==> config.mk <==
export PLATFORM = sky130hd
export DESIGN_NAME = link_mode_supervisor_flat
export DESIGN_NICKNAME = d
export VERILOG_FILES = /design/src/sv/lms_pkg.sv /design/src/sv/lms_ifs.sv /design/src/sv/link_mode_supervisor.sv /design/src/sv/lms_cfg_regs.sv /design/src/sv/lms_core.sv /design/src/sv/lms_out_seq.sv /design/src/flat_wrapper.sv
export SDC_FILE = /design/constraint.sdc
export NUM_CORES = 1
export LEC_CHECK = 0
export BUFFER_PORTS_ARGS = -buffer_cell sky130_fd_sc_hd__buf_4
export CAP_MARGIN = 20
export CORE_AREA = 4 4 245 247
export DETAILED_ROUTE_END_ITERATION = 16
export DIE_AREA = 0 0 249 251
export PLACE_DENSITY = 0.7
export REMOVE_ABC_BUFFERS = 1
export SYNTH_ARGS = -nofsm -noshare
export SYNTH_HDL_FRONTEND = slang
export SYNTH_SLANG_ARGS = --single-unit
==> constraint.sdc <==
create_clock -name i_clk -period 5.6 [get_ports i_clk]
set_clock_uncertainty 0.05 [all_clocks]
set_input_delay 0.56 -clock i_clk [delete_from_list [all_inputs] [get_ports i_clk]]
set_output_delay 0.56 -clock i_clk [all_outputs]
set_load 0.01 [all_outputs]
==> src/sv/lms_pkg.sv <==
// ----------------------------------------------------------------------------
// lms_pkg
// Shared types and constants of the link mode supervisor: event and action
// codes, link states, register indexes and the bundles between the units.
// ----------------------------------------------------------------------------
package lms_pkg;

    localparam int MAX_RES   = 3;
    localparam int CFG_IDX_W = 3;
    localparam int CFG_DAT_W = 24;
    localparam int STEP_W    = 10;
    localparam int DELAY_W   = 26;  // 1023 min * 60000 ms fits in 26 bits
    localparam int IP_W      = 32;
    localparam int CNT_W     = 8;

    localparam logic [15:0] MS_PER_MIN = 16'd60000;

    localparam logic [CFG_DAT_W-1:0] RST_STA_BUDGET  = 24'd30000;
    localparam logic [CFG_DAT_W-1:0] RST_QUIET_GUARD = 24'd60000;
    localparam logic [3:0][STEP_W-1:0] RST_STEP_MIN = {10'd10, 10'd5, 10'd2, 10'd1};

    localparam logic [CFG_IDX_W-1:0] CFG_STA_BUDGET  = 3'd0;
    localparam logic [CFG_IDX_W-1:0] CFG_QUIET_GUARD = 3'd1;
    localparam logic [CFG_IDX_W-1:0] CFG_RETRY_STEP0 = 3'd2;
    localparam logic [CFG_IDX_W-1:0] CFG_RETRY_STEP1 = 3'd3;
    localparam logic [CFG_IDX_W-1:0] CFG_RETRY_STEP2 = 3'd4;
    localparam logic [CFG_IDX_W-1:0] CFG_RETRY_STEP3 = 3'd5;

    localparam logic MODE_AP  = 1'b0;
    localparam logic MODE_STA = 1'b1;

    typedef enum logic [2:0] {
        FN_START         = 3'd0,
        FN_AP_STARTED    = 3'd1,
        FN_STA_CONNECTED = 3'd2,
        FN_STA_LOST      = 3'd3,
        FN_CLIENT_COUNT  = 3'd4,
        FN_ACTIVITY      = 3'd5,
        FN_SET_MODE      = 3'd6,
        FN_TICK          = 3'd7
    } t_func;

    typedef enum logic [3:0] {
        ACT_NONE           = 4'd0,
        ACT_START_AP       = 4'd1,
        ACT_STOP_AP        = 4'd2,
        ACT_STA_CONNECT    = 4'd3,
        ACT_STA_DISCONNECT = 4'd4,
        ACT_EVT_FALLBACK   = 4'd5,
        ACT_EVT_AP_UP      = 4'd6,
        ACT_EVT_STA_UP     = 4'd7,
        ACT_EVT_STA_LOST   = 4'd8
    } t_action;

    typedef enum logic [2:0] {
        ST_AP_STARTING    = 3'd0,
        ST_AP_UP          = 3'd1,
        ST_STA_CONNECTING = 3'd2,
        ST_STA_UP         = 3'd3,
        ST_FALLBACK_AP    = 3'd4,
        ST_IDLE           = 3'd5
    } t_link_state;

    typedef struct packed {
        logic [CFG_DAT_W-1:0]          sta_budget;
        logic [CFG_DAT_W-1:0]          quiet_guard;
        logic [3:0][DELAY_W-1:0]       retry_delay;
    } t_cfg;

    // all results caused by one event
    typedef struct packed {
        logic [1:0]                    cnt;
        t_action [MAX_RES-1:0]         act;
        logic [IP_W-1:0]               ip;
        t_link_state                   state;
    } t_bundle;

endpackage

==> src/sv/lms_ifs.sv <==
// ----------------------------------------------------------------------------
// lms channel interfaces
// Event, result and register write channels, each with valid and ready.
// ----------------------------------------------------------------------------
interface lms_evt_if #(
    parameter int TIME_BITS = 48
);
    logic                         valid;
    logic                         ready;
    logic [2:0]                   func;
    logic [TIME_BITS-1:0]         now_ms;
    logic                         mode_req;
    logic                         force_ap;
    logic [lms_pkg::IP_W-1:0]     ip_addr;
    logic [lms_pkg::CNT_W-1:0]    client_count;

    modport source (output valid, func, now_ms, mode_req, force_ap, ip_addr, client_count,
                    input ready);
    modport sink (input valid, func, now_ms, mode_req, force_ap, ip_addr, client_count,
                  output ready);
endinterface

interface lms_res_if;
    logic                         valid;
    logic                         ready;
    logic [3:0]                   action;
    logic [lms_pkg::IP_W-1:0]     event_ip;
    logic [2:0]                   link_state;
    logic                         last;

    modport source (output valid, action, event_ip, link_state, last, input ready);
    modport sink (input valid, action, event_ip, link_state, last, output ready);
endinterface

interface lms_cfg_if;
    logic                             valid;
    logic                             ready;
    logic [lms_pkg::CFG_IDX_W-1:0]    index;
    logic [lms_pkg::CFG_DAT_W-1:0]    data;

    modport source (output valid, index, data, input ready);
    modport sink (input valid, index, data, output ready);
endinterface

==> src/sv/link_mode_supervisor.sv <==
// ----------------------------------------------------------------------------
// link_mode_supervisor
// Station / access point supervisor with timed fallback and retry ladder.
// ----------------------------------------------------------------------------
// Usage:
//   i_evt carries one event per transaction (func, time stamp and operands).
//   o_res returns one to three actions per event; last marks the final one
//   and link_state gives the state after the event in each of them.
//   i_cfg writes the budget, quiet guard and retry step registers by index;
//   writes are taken every cycle and belong to idle periods only.
// Timing:
//   an event is registered, decided combinationally into the result register
//   and offered from there as its first action once that register is free.
//   The result register hands out one action per cycle while the receiver is
//   ready; the next event is taken while the current results drain and waits
//   in the event register.
// Reset: synchronous, active low; link idle, registers at their defaults.
// A stalled receiver holds the current action; once the event register is
//   also full, i_evt.ready drops until the final action is taken.
// ----------------------------------------------------------------------------
module link_mode_supervisor #(
    parameter int RETRY_STEPS = 4,
    parameter int TIME_BITS   = 48
) (
    input  logic        i_clk,
    input  logic        i_rst_n,
    lms_evt_if.sink     i_evt,
    lms_cfg_if.sink     i_cfg,
    lms_res_if.source   o_res
);

    lms_pkg::t_cfg     cfg;
    lms_pkg::t_bundle  bundle;
    logic              load_valid;
    logic              load_ready;

    lms_cfg_regs u_cfg (
        .i_clk   (i_clk),
        .i_rst_n (i_rst_n),
        .i_cfg   (i_cfg),
        .o_cfg   (cfg)
    );

    lms_core #(
        .RETRY_STEPS (RETRY_STEPS),
        .TIME_BITS   (TIME_BITS)
    ) u_core (
        .i_clk        (i_clk),
        .i_rst_n      (i_rst_n),
        .i_evt        (i_evt),
        .i_cfg        (cfg),
        .o_bundle     (bundle),
        .o_load_valid (load_valid),
        .i_load_ready (load_ready)
    );

    lms_out_seq u_out (
        .i_clk        (i_clk),
        .i_rst_n      (i_rst_n),
        .i_bundle     (bundle),
        .i_load_valid (load_valid),
        .o_load_ready (load_ready),
        .o_res        (o_res)
    );

endmodule

==> src/sv/lms_cfg_regs.sv <==
// ----------------------------------------------------------------------------
// lms_cfg_regs
// Register bank; retry steps are kept as millisecond delays, converted on write.
// ----------------------------------------------------------------------------
module lms_cfg_regs (
    input  logic           i_clk,
    input  logic           i_rst_n,
    lms_cfg_if.sink        i_cfg,
    output lms_pkg::t_cfg  o_cfg
);

    logic [lms_pkg::CFG_DAT_W-1:0]    r_sta_budget;
    logic [lms_pkg::CFG_DAT_W-1:0]    r_quiet_guard;
    logic [3:0][lms_pkg::DELAY_W-1:0] r_retry_delay;
    logic [lms_pkg::DELAY_W-1:0]      n_delay;
    logic                             wr;

    assign i_cfg.ready = 1'b1;
    assign wr = i_cfg.valid;

    // minutes to milliseconds
    assign n_delay = lms_pkg::DELAY_W'(i_cfg.data[lms_pkg::STEP_W-1:0])
                   * lms_pkg::DELAY_W'(lms_pkg::MS_PER_MIN);

    always_ff @(posedge i_clk) begin
        if (!i_rst_n) begin
            r_sta_budget  <= lms_pkg::RST_STA_BUDGET;
            r_quiet_guard <= lms_pkg::RST_QUIET_GUARD;
            for (int i = 0; i < 4; i++) begin
                r_retry_delay[i] <= lms_pkg::DELAY_W'(lms_pkg::RST_STEP_MIN[i])
                                  * lms_pkg::DELAY_W'(lms_pkg::MS_PER_MIN);
            end
        end else if (wr) begin
            case (i_cfg.index)
                lms_pkg::CFG_STA_BUDGET:  r_sta_budget     <= i_cfg.data;
                lms_pkg::CFG_QUIET_GUARD: r_quiet_guard    <= i_cfg.data;
                lms_pkg::CFG_RETRY_STEP0: r_retry_delay[0] <= n_delay;
                lms_pkg::CFG_RETRY_STEP1: r_retry_delay[1] <= n_delay;
                lms_pkg::CFG_RETRY_STEP2: r_retry_delay[2] <= n_delay;
                lms_pkg::CFG_RETRY_STEP3: r_retry_delay[3] <= n_delay;
                default: ;
            endcase
        end
    end

    assign o_cfg.sta_budget  = r_sta_budget;
    assign o_cfg.quiet_guard = r_quiet_guard;
    assign o_cfg.retry_delay = r_retry_delay;

endmodule

==> src/sv/lms_core.sv <==
// ----------------------------------------------------------------------------
// lms_core
// Event register, supervisor state and the decision logic that turns one
// event into a bundle of up to three actions.
// ----------------------------------------------------------------------------
module lms_core #(
    parameter int RETRY_STEPS = 4,
    parameter int TIME_BITS   = 48
) (
    input  logic              i_clk,
    input  logic              i_rst_n,
    lms_evt_if.sink           i_evt,
    input  lms_pkg::t_cfg     i_cfg,
    output lms_pkg::t_bundle  o_bundle,
    output logic              o_load_valid,
    input  logic              i_load_ready
);

    localparam logic [1:0] LAST_STEP = 2'(RETRY_STEPS - 1);

    // event register
    logic                           r_in_valid;
    lms_pkg::t_func                 r_func;
    logic [TIME_BITS-1:0]           r_now;
    logic                           r_mode_req;
    logic                           r_force_ap;
    logic [lms_pkg::IP_W-1:0]       r_ip;
    logic [lms_pkg::CNT_W-1:0]      r_cnt;

    // supervisor state
    lms_pkg::t_link_state           r_state,    n_state;
    logic                           r_eff_mode, n_eff_mode;
    logic                           r_forced,   n_forced;
    logic [TIME_BITS-1:0]           r_deadline, n_deadline;
    logic [1:0]                     r_failed,   n_failed;
    logic [TIME_BITS-1:0]           r_next_try, n_next_try;
    logic                           r_retrying, n_retrying;
    logic [lms_pkg::CNT_W-1:0]      r_clients,  n_clients;
    logic [TIME_BITS-1:0]           r_last_act, n_last_act;
    logic                           r_pending,  n_pending;
    logic [lms_pkg::IP_W-1:0]       r_held_ip,  n_held_ip;

    logic                           load;
    logic [TIME_BITS-1:0]           d_deadline, d_retry, d_quiet;
    logic                           deadline_hit, retry_hit, quiet_ok;
    logic [1:0]                     step, failed_inc;
    logic [TIME_BITS-1:0]           sum_budget, sum_retry;
    lms_pkg::t_bundle               b;

    assign load         = r_in_valid && i_load_ready;
    assign i_evt.ready  = !r_in_valid || i_load_ready;
    assign o_load_valid = r_in_valid;

    always_ff @(posedge i_clk) begin
        if (!i_rst_n) begin
            r_in_valid <= 1'b0;
        end else if (i_evt.valid && i_evt.ready) begin
            r_in_valid <= 1'b1;
        end else if (load) begin
            r_in_valid <= 1'b0;
        end
    end

    always_ff @(posedge i_clk) begin
        if (i_evt.valid && i_evt.ready) begin
            r_func     <= lms_pkg::t_func'(i_evt.func);
            r_now      <= i_evt.now_ms;
            r_mode_req <= i_evt.mode_req;
            r_force_ap <= i_evt.force_ap;
            r_ip       <= i_evt.ip_addr;
            r_cnt      <= i_evt.client_count;
        end
    end

    // modulo time arithmetic: a deadline is reached when now - deadline is
    // in the lower half of the time circle
    assign d_deadline   = r_now - r_deadline;
    assign d_retry      = r_now - r_next_try;
    assign d_quiet      = r_now - r_last_act;
    assign deadline_hit = !d_deadline[TIME_BITS-1];
    assign retry_hit    = !d_retry[TIME_BITS-1];
    assign quiet_ok     = d_quiet >= TIME_BITS'(i_cfg.quiet_guard);

    assign step       = (r_failed > LAST_STEP) ? LAST_STEP : r_failed;
    assign failed_inc = (r_failed == 2'd3) ? 2'd3 : r_failed + 2'd1;
    assign sum_budget = r_now + TIME_BITS'(i_cfg.sta_budget);
    assign sum_retry  = r_now + TIME_BITS'(i_cfg.retry_delay[step]);

    always_comb begin
        logic [1:0] k;
        k          = 2'd0;
        b.act[0]   = lms_pkg::ACT_NONE;
        b.act[1]   = lms_pkg::ACT_NONE;
        b.act[2]   = lms_pkg::ACT_NONE;
        b.ip       = '0;
        n_state    = r_state;
        n_eff_mode = r_eff_mode;
        n_forced   = r_forced;
        n_deadline = r_deadline;
        n_failed   = r_failed;
        n_next_try = r_next_try;
        n_retrying = r_retrying;
        n_clients  = r_clients;
        n_last_act = r_last_act;
        n_pending  = r_pending;
        n_held_ip  = r_held_ip;

        if (r_func == lms_pkg::FN_START) begin
            n_forced   = r_force_ap;
            n_eff_mode = r_force_ap ? lms_pkg::MODE_AP : r_mode_req;
            n_failed   = 2'd0;
            n_retrying = 1'b0;
            n_clients  = '0;
            n_last_act = r_now;
            n_pending  = 1'b0;
            if (n_eff_mode == lms_pkg::MODE_STA) begin
                n_state    = lms_pkg::ST_STA_CONNECTING;
                n_deadline = sum_budget;
                b.act[0]   = lms_pkg::ACT_STA_CONNECT;
            end else begin
                n_state  = lms_pkg::ST_AP_STARTING;
                b.act[0] = lms_pkg::ACT_START_AP;
            end
            k = 2'd1;
        end else if (r_func == lms_pkg::FN_CLIENT_COUNT) begin
            n_clients = r_cnt;
        end else if (r_func == lms_pkg::FN_ACTIVITY) begin
            n_last_act = r_now;
        end else if (r_state != lms_pkg::ST_IDLE) begin
            case (r_func)
                lms_pkg::FN_AP_STARTED: begin
                    if (r_state == lms_pkg::ST_AP_STARTING) begin
                        n_state = lms_pkg::ST_AP_UP;
                    end
                    b.act[0] = lms_pkg::ACT_EVT_AP_UP;
                    k = 2'd1;
                end
                lms_pkg::FN_STA_CONNECTED: begin
                    if (r_state == lms_pkg::ST_STA_CONNECTING) begin
                        n_state  = lms_pkg::ST_STA_UP;
                        n_failed = 2'd0;
                        b.act[0] = lms_pkg::ACT_EVT_STA_UP;
                        b.ip     = r_ip;
                        k = 2'd1;
                    end else if (r_state == lms_pkg::ST_FALLBACK_AP) begin
                        n_retrying = 1'b0;
                        n_failed   = 2'd0;
                        n_held_ip  = r_ip;
                        n_pending  = 1'b1;
                        // switch back at once when the AP side is quiet
                        if (r_clients == '0 && quiet_ok) begin
                            n_state   = lms_pkg::ST_STA_UP;
                            n_pending = 1'b0;
                            b.act[0]  = lms_pkg::ACT_STOP_AP;
                            b.act[1]  = lms_pkg::ACT_EVT_STA_UP;
                            b.ip      = r_ip;
                            k = 2'd2;
                        end
                    end
                end
                lms_pkg::FN_STA_LOST: begin
                    if (r_state == lms_pkg::ST_STA_CONNECTING) begin
                        n_state    = lms_pkg::ST_FALLBACK_AP;
                        n_retrying = 1'b0;
                        n_next_try = sum_retry;
                        n_failed   = failed_inc;
                        b.act[0]   = lms_pkg::ACT_START_AP;
                        b.act[1]   = lms_pkg::ACT_EVT_FALLBACK;
                        k = 2'd2;
                    end else if (r_state == lms_pkg::ST_STA_UP) begin
                        n_state    = lms_pkg::ST_FALLBACK_AP;
                        n_retrying = 1'b0;
                        n_next_try = sum_retry;
                        n_failed   = failed_inc;
                        b.act[0]   = lms_pkg::ACT_EVT_STA_LOST;
                        b.act[1]   = lms_pkg::ACT_START_AP;
                        b.act[2]   = lms_pkg::ACT_EVT_FALLBACK;
                        k = 2'd3;
                    end else if (r_state == lms_pkg::ST_FALLBACK_AP) begin
                        n_retrying = 1'b0;
                        n_pending  = 1'b0;
                        n_next_try = sum_retry;
                        n_failed   = failed_inc;
                    end
                end
                lms_pkg::FN_SET_MODE: begin
                    if (r_mode_req != r_eff_mode || r_forced) begin
                        n_forced   = 1'b0;
                        n_eff_mode = r_mode_req;
                        n_failed   = 2'd0;
                        n_pending  = 1'b0;
                        if (r_mode_req == lms_pkg::MODE_STA) begin
                            n_state    = lms_pkg::ST_STA_CONNECTING;
                            n_deadline = sum_budget;
                            b.act[0]   = lms_pkg::ACT_STOP_AP;
                            b.act[1]   = lms_pkg::ACT_STA_CONNECT;
                        end else begin
                            n_state  = lms_pkg::ST_AP_STARTING;
                            b.act[0] = lms_pkg::ACT_STA_DISCONNECT;
                            b.act[1] = lms_pkg::ACT_START_AP;
                        end
                        k = 2'd2;
                    end
                end
                lms_pkg::FN_TICK: begin
                    if (r_state == lms_pkg::ST_STA_CONNECTING) begin
                        if (deadline_hit) begin
                            n_state    = lms_pkg::ST_FALLBACK_AP;
                            n_retrying = 1'b0;
                            n_next_try = sum_retry;
                            n_failed   = failed_inc;
                            b.act[0]   = lms_pkg::ACT_STA_DISCONNECT;
                            b.act[1]   = lms_pkg::ACT_START_AP;
                            b.act[2]   = lms_pkg::ACT_EVT_FALLBACK;
                            k = 2'd3;
                        end
                    end else if (r_state == lms_pkg::ST_FALLBACK_AP) begin
                        if (r_pending) begin
                            if (r_clients == '0 && quiet_ok) begin
                                n_state   = lms_pkg::ST_STA_UP;
                                n_pending = 1'b0;
                                b.act[0]  = lms_pkg::ACT_STOP_AP;
                                b.act[1]  = lms_pkg::ACT_EVT_STA_UP;
                                b.ip      = r_held_ip;
                                k = 2'd2;
                            end
                        end else if (!r_retrying && retry_hit &&
                                     r_eff_mode == lms_pkg::MODE_STA) begin
                            n_retrying = 1'b1;
                            b.act[0]   = lms_pkg::ACT_STA_CONNECT;
                            k = 2'd1;
                        end
                    end
                end
                default: ;
            endcase
        end

        // an event with no action still gives one result
        b.cnt   = (k == 2'd0) ? 2'd1 : k;
        b.state = n_state;
    end

    assign o_bundle = b;

    always_ff @(posedge i_clk) begin
        if (!i_rst_n) begin
            r_state    <= lms_pkg::ST_IDLE;
            r_eff_mode <= lms_pkg::MODE_AP;
            r_forced   <= 1'b0;
            r_deadline <= '0;
            r_failed   <= 2'd0;
            r_next_try <= '0;
            r_retrying <= 1'b0;
            r_clients  <= '0;
            r_last_act <= '0;
            r_pending  <= 1'b0;
            r_held_ip  <= '0;
        end else if (load) begin
            r_state    <= n_state;
            r_eff_mode <= n_eff_mode;
            r_forced   <= n_forced;
            r_deadline <= n_deadline;
            r_failed   <= n_failed;
            r_next_try <= n_next_try;
            r_retrying <= n_retrying;
            r_clients  <= n_clients;
            r_last_act <= n_last_act;
            r_pending  <= n_pending;
            r_held_ip  <= n_held_ip;
        end
    end

endmodule

==> src/sv/lms_out_seq.sv <==
// ----------------------------------------------------------------------------
// lms_out_seq
// Result register: holds one bundle and hands out its actions one per
// transaction, marking the final one.
// ----------------------------------------------------------------------------
module lms_out_seq (
    input  logic              i_clk,
    input  logic              i_rst_n,
    input  lms_pkg::t_bundle  i_bundle,
    input  logic              i_load_valid,
    output logic              o_load_ready,
    lms_res_if.source         o_res
);

    logic              r_full;
    logic [1:0]        r_pos;
    lms_pkg::t_bundle  r_b;
    logic              take;
    logic              at_last;
    lms_pkg::t_action  act;

    assign take         = r_full && o_res.ready;
    assign at_last      = (r_pos + 2'd1) == r_b.cnt;
    assign o_load_ready = !r_full || (o_res.ready && at_last);

    always_ff @(posedge i_clk) begin
        if (!i_rst_n) begin
            r_full <= 1'b0;
            r_pos  <= 2'd0;
        end else if (i_load_valid && o_load_ready) begin
            r_full <= 1'b1;
            r_pos  <= 2'd0;
        end else if (take && at_last) begin
            r_full <= 1'b0;
        end else if (take) begin
            r_pos <= r_pos + 2'd1;
        end
    end

    always_ff @(posedge i_clk) begin
        if (i_load_valid && o_load_ready) begin
            r_b <= i_bundle;
        end
    end

    assign act              = r_b.act[r_pos];
    assign o_res.valid      = r_full;
    assign o_res.action     = act;
    // the address rides only with the station up event
    assign o_res.event_ip   = (act == lms_pkg::ACT_EVT_STA_UP) ? r_b.ip : '0;
    assign o_res.link_state = r_b.state;
    assign o_res.last       = at_last;

endmodule

==> src/flat_wrapper.sv <==
// flat-port wrapper written by rule: the top's interface ports become plain ports
module link_mode_supervisor_flat 
#(
    parameter int RETRY_STEPS = 4,
    parameter int TIME_BITS   = 48
)
  (i_clk, i_rst_n, i_evt_valid, i_evt_func, i_evt_now_ms, i_evt_mode_req, i_evt_force_ap, i_evt_ip_addr, i_evt_client_count, i_evt_ready, i_cfg_valid, i_cfg_index, i_cfg_data, i_cfg_ready, o_res_valid, o_res_action, o_res_event_ip, o_res_link_state, o_res_last, o_res_ready);
  lms_evt_if #(.TIME_BITS(TIME_BITS)) i_evt_i ();
  lms_cfg_if i_cfg_i ();
  lms_res_if o_res_i ();
  input  logic i_clk;
  input  logic i_rst_n;
  input wire logic [$bits(i_evt_i.valid)-1:0] i_evt_valid;
  input wire logic [$bits(i_evt_i.func)-1:0] i_evt_func;
  input wire logic [$bits(i_evt_i.now_ms)-1:0] i_evt_now_ms;
  input wire logic [$bits(i_evt_i.mode_req)-1:0] i_evt_mode_req;
  input wire logic [$bits(i_evt_i.force_ap)-1:0] i_evt_force_ap;
  input wire logic [$bits(i_evt_i.ip_addr)-1:0] i_evt_ip_addr;
  input wire logic [$bits(i_evt_i.client_count)-1:0] i_evt_client_count;
  output wire logic [$bits(i_evt_i.ready)-1:0] i_evt_ready;
  input wire logic [$bits(i_cfg_i.valid)-1:0] i_cfg_valid;
  input wire logic [$bits(i_cfg_i.index)-1:0] i_cfg_index;
  input wire logic [$bits(i_cfg_i.data)-1:0] i_cfg_data;
  output wire logic [$bits(i_cfg_i.ready)-1:0] i_cfg_ready;
  output wire logic [$bits(o_res_i.valid)-1:0] o_res_valid;
  output wire logic [$bits(o_res_i.action)-1:0] o_res_action;
  output wire logic [$bits(o_res_i.event_ip)-1:0] o_res_event_ip;
  output wire logic [$bits(o_res_i.link_state)-1:0] o_res_link_state;
  output wire logic [$bits(o_res_i.last)-1:0] o_res_last;
  input wire logic [$bits(o_res_i.ready)-1:0] o_res_ready;
  assign i_evt_i.valid = i_evt_valid;
  assign i_evt_i.func = i_evt_func;
  assign i_evt_i.now_ms = i_evt_now_ms;
  assign i_evt_i.mode_req = i_evt_mode_req;
  assign i_evt_i.force_ap = i_evt_force_ap;
  assign i_evt_i.ip_addr = i_evt_ip_addr;
  assign i_evt_i.client_count = i_evt_client_count;
  assign i_evt_ready = i_evt_i.ready;
  assign i_cfg_i.valid = i_cfg_valid;
  assign i_cfg_i.index = i_cfg_index;
  assign i_cfg_i.data = i_cfg_data;
  assign i_cfg_ready = i_cfg_i.ready;
  assign o_res_valid = o_res_i.valid;
  assign o_res_action = o_res_i.action;
  assign o_res_event_ip = o_res_i.event_ip;
  assign o_res_link_state = o_res_i.link_state;
  assign o_res_last = o_res_i.last;
  assign o_res_i.ready = o_res_ready;
  link_mode_supervisor #(.RETRY_STEPS(RETRY_STEPS), .TIME_BITS(TIME_BITS)) u_core (.i_clk(i_clk), .i_rst_n(i_rst_n), .i_evt(i_evt_i), .i_cfg(i_cfg_i), .o_res(o_res_i));
endmodule
==> flow_metrics.env <==
export IMPL_critPathKind="flip-flop to flip-flop"
export IMPL_max_vdd_ir_drop_uv=234
export IMPL_yosysTopAreaCellShare=0.230
export IMPL_worst_path_dominant_cell_family="compound AO/OA/AOI/OAI gates"
export IMPL_syn2layout_area_growth_pct=14.6
export IMPL_cp_max_fo=6
export IMPL_cts_root_buffer="clkbuf_16"
export IMPL_dpl_hpwl_mm=56.1
export IMPL_hold_class="input pin to flip-flop"
export IMPL_dr_pass1_iters=5
export IMPL_drtIter0Drc=1863
export IMPL_final_util=0.570
export IMPL_async_flop_share=0
export IMPL_synth_top_area_cell="dfxtp_1"
export IMPL_synthesis_area_sq_um=28700
export IMPL_wl_per_cell_um=18.3
export IMPL_power_total_mw=9.61
export IMPL_yosysUniqueCellTypes=94
export IMPL_antenna_left=0
export IMPL_synth_area_per_cell_sq_um=8.64
export IMPL_core_area_sq_um=57600
export IMPL_ys_flop_type="dfxtp_1"
export IMPL_rsz0062_at_grt="false"
export IMPL_portBuffers=166
export IMPL_wirelength_mm=78.0
export IMPL_hold_viol=0
export IMPL_startpoint_type="flip-flop"
export IMPL_worstMarginPinSlew_ps=1140
export IMPL_synth_edf_count=138
export IMPL_die_height_um=251
export IMPL_clkTransAtPathRegs_ps=60
export IMPL_vias=24119
export IMPL_overflow=0
export IMPL_cpMaxStageDelayCell="fa_1"
export IMPL_fmax_mhz=189
export IMPL_postCtsHoldBufs=0
export IMPL_max_cap_violations=0
export IMPL_max_stage_delay_ps=400
export IMPL_period_needed_ps=5300
export IMPL_synth_common_cells="nand2_1, a21oi_1, dfxtp_1, ha_1, inv_1"
export IMPL_start_util=0.498
export IMPL_path_cells="inv_1, ha_1, inv_1, fa_1, a21o_1, a311o_1, a21oi_2, o21bai_1, a21oi_1, o21ai_0, xor2_1, ha_1, nand4_1, nor4_1, o31ai_1, o211ai_1, nor4_1, nand4_1, nor4_4, buf_6, a21oi_4, o21ai_0, buf_4, a211o_1"
export IMPL_cp_num_buf_inv=4
export IMPL_antenna_cells=0
export IMPL_synthTopCellsByArea="dfxtp_1, edfxtp_1, ha_1"
export IMPL_clock_latency_ps=610
export IMPL_leakagePower_nw=12.8
export IMPL_htreeDepth=2
export IMPL_cts_sinks=467
export IMPL_grt_total_usage=0.240
export IMPL_fp_dieArea_sq_um=62500
export IMPL_grt_start_max_net_pins=137
export IMPL_holdWs_ps=79.2
export IMPL_post_route_period_util=0.946
export IMPL_synth_cells=3318
export IMPL_power_density_nw_per_um2=293
export IMPL_drive_gt1_frac=0.121
export IMPL_drc_errors=0
export IMPL_relSlewSlack=0.238
export IMPL_cts_buffer_depth=3
export IMPL_cts_tree="done"
export IMPL_tns_ps=0
export IMPL_synth_seq_area_share=0.374
export IMPL_drv_slew=0
export IMPL_antenna_found_initial=1
export IMPL_cp_arrival_ps=5600
export IMPL_rows=88
export IMPL_final_cells=4274
export IMPL_vias_per_cell=5.64
export IMPL_ys_seq_elements=467
export IMPL_place_gp_congestion=0.920
export IMPL_boundaryPins=168
export IMPL_chipWidth_um=249
export IMPL_nets=3904
export IMPL_cts_made_buffers=52
export IMPL_grt_pass1_wl_mm=124
export IMPL_synth_most_common_cell="nand2_1"
export IMPL_yosysWarnings=0
export IMPL_finalSetupViolations=0
export IMPL_setup_worst_path_end_class="flip-flop"
export IMPL_grt_pass1_vias=22826
export IMPL_required_ps=5900
export IMPL_status="completed"
export IMPL_dp_cells=4172
cell usage in the layout (no fill, tap or decap), types with 83 or more instances in the layout:
master,count
buf_4,250
nor2_1,213
nand2_1,522
xnor2_1,83
ha_1,275
edfxtp_1,138
o21ai_0,125
inv_1,255
nand3_1,88
a21oi_1,359
dfxtp_1,329
logic make-up (layout without fill, tap and decap cells):
kind of cell               after synthesis  after routing  share of synthesized area
other                                    1              1                   0.000131
and+or+nand+nor                       1107           1109                      0.174
muxes                                   57             57                     0.0292
buffers and inverters                  420            609                     0.0574
AOI/OAI and AO/OA                      822            822                      0.179
xor gates and xnor gates               131            131                     0.0400
DFF                                    467            467                      0.374
adders and majority gates              313            313                      0.146
where the power goes:
part           switching (mW)  internal, mW
combinational            1.44         0.912
clock                    1.45          2.10
sequential             0.0820          3.62
final timing paths:
| path | from | to | slack (ps) | cells past startpoint |
|---|---|---|---|---|
| max | u_core.u_core.r_now[0]$_DFFE_PP_ | u_core.u_out.r_b[47]$_SDFFCE_PN1P_ | 300 | 24 |
| min | i_evt_now_ms[3] | u_core.u_core.r_now[3]$_DFFE_PP_ | 80 | 1 |
| max reg2reg | u_core.u_core.r_now[0]$_DFFE_PP_ | u_core.u_out.r_b[47]$_SDFFCE_PN1P_ | 300 | 24 |
| min reg2reg | u_core.u_core.r_clients[2]$_SDFFE_PN0P_ | u_core.u_core.r_clients[2]$_SDFFE_PN0P_ | 400 | 2 |
metrics by stage:
stage | cell area [sq um] | setup WS (ps)
global route | 32800 | 2.12
CTS | 32700 | 61.3
detailed placement | 30900 | 90.4
finish | 32800 | 301
floorplan | 28000 | -2010
global placement | 30900 | 201
routing by layer:
metal	up-vias	GRT usage	wire, um
li1	11952	-	-
met1	11403	0.326	34600
met2	655	0.409	37300
met3	109	0.0277	4190
met4	0	0.0664	1870
met5	-	0	0
state kept, by name (all words and copies together) (netlist names), 32 cells and up:
| signal | cells |
|---|---|
| u_core.u_core.r_last_act | 48 |
| u_core.u_core.r_held_ip | 32 |
| u_core.u_cfg.o_cfg | 84 |
| u_core.u_out.r_b | 42 |
| u_core.u_core.r_ip | 32 |
| u_core.u_core.r_deadline | 48 |
| u_core.u_core.r_now | 48 |
| u_core.u_core.r_next_try | 48 |
worst register-to-register path, delay by kind of cell, from the launching register on:
| kind | cells | cell delay (ps) |
|---|---|---|
| simple gates | 5 | 710 |
| fa+ha+maj | 3 | 880 |
| flops | 1 | 380 |
| compound gates | 11 | 2380 |
| buf+inv | 4 | 450 |
| xor+xnor | 1 | 210 |
what timing repair did:
item                                    in CTS  in global routing
endpoints found under the setup margin       0                 43
resized for setup                            0                 19
setup buffers                                0                  2
layout make-up:
class | count | area (sq um)
clock buffer | 74 | 1570
clock inverter | 23 | 216
fill | 5276 | 24800
inverter | 258 | 976
multi-input combinational | 2433 | 16400
sequential | 467 | 10700
tap | 765 | 957
timing repair buffer | 254 | 1960
No activity file was read; power rests on OpenSTA's default activity.
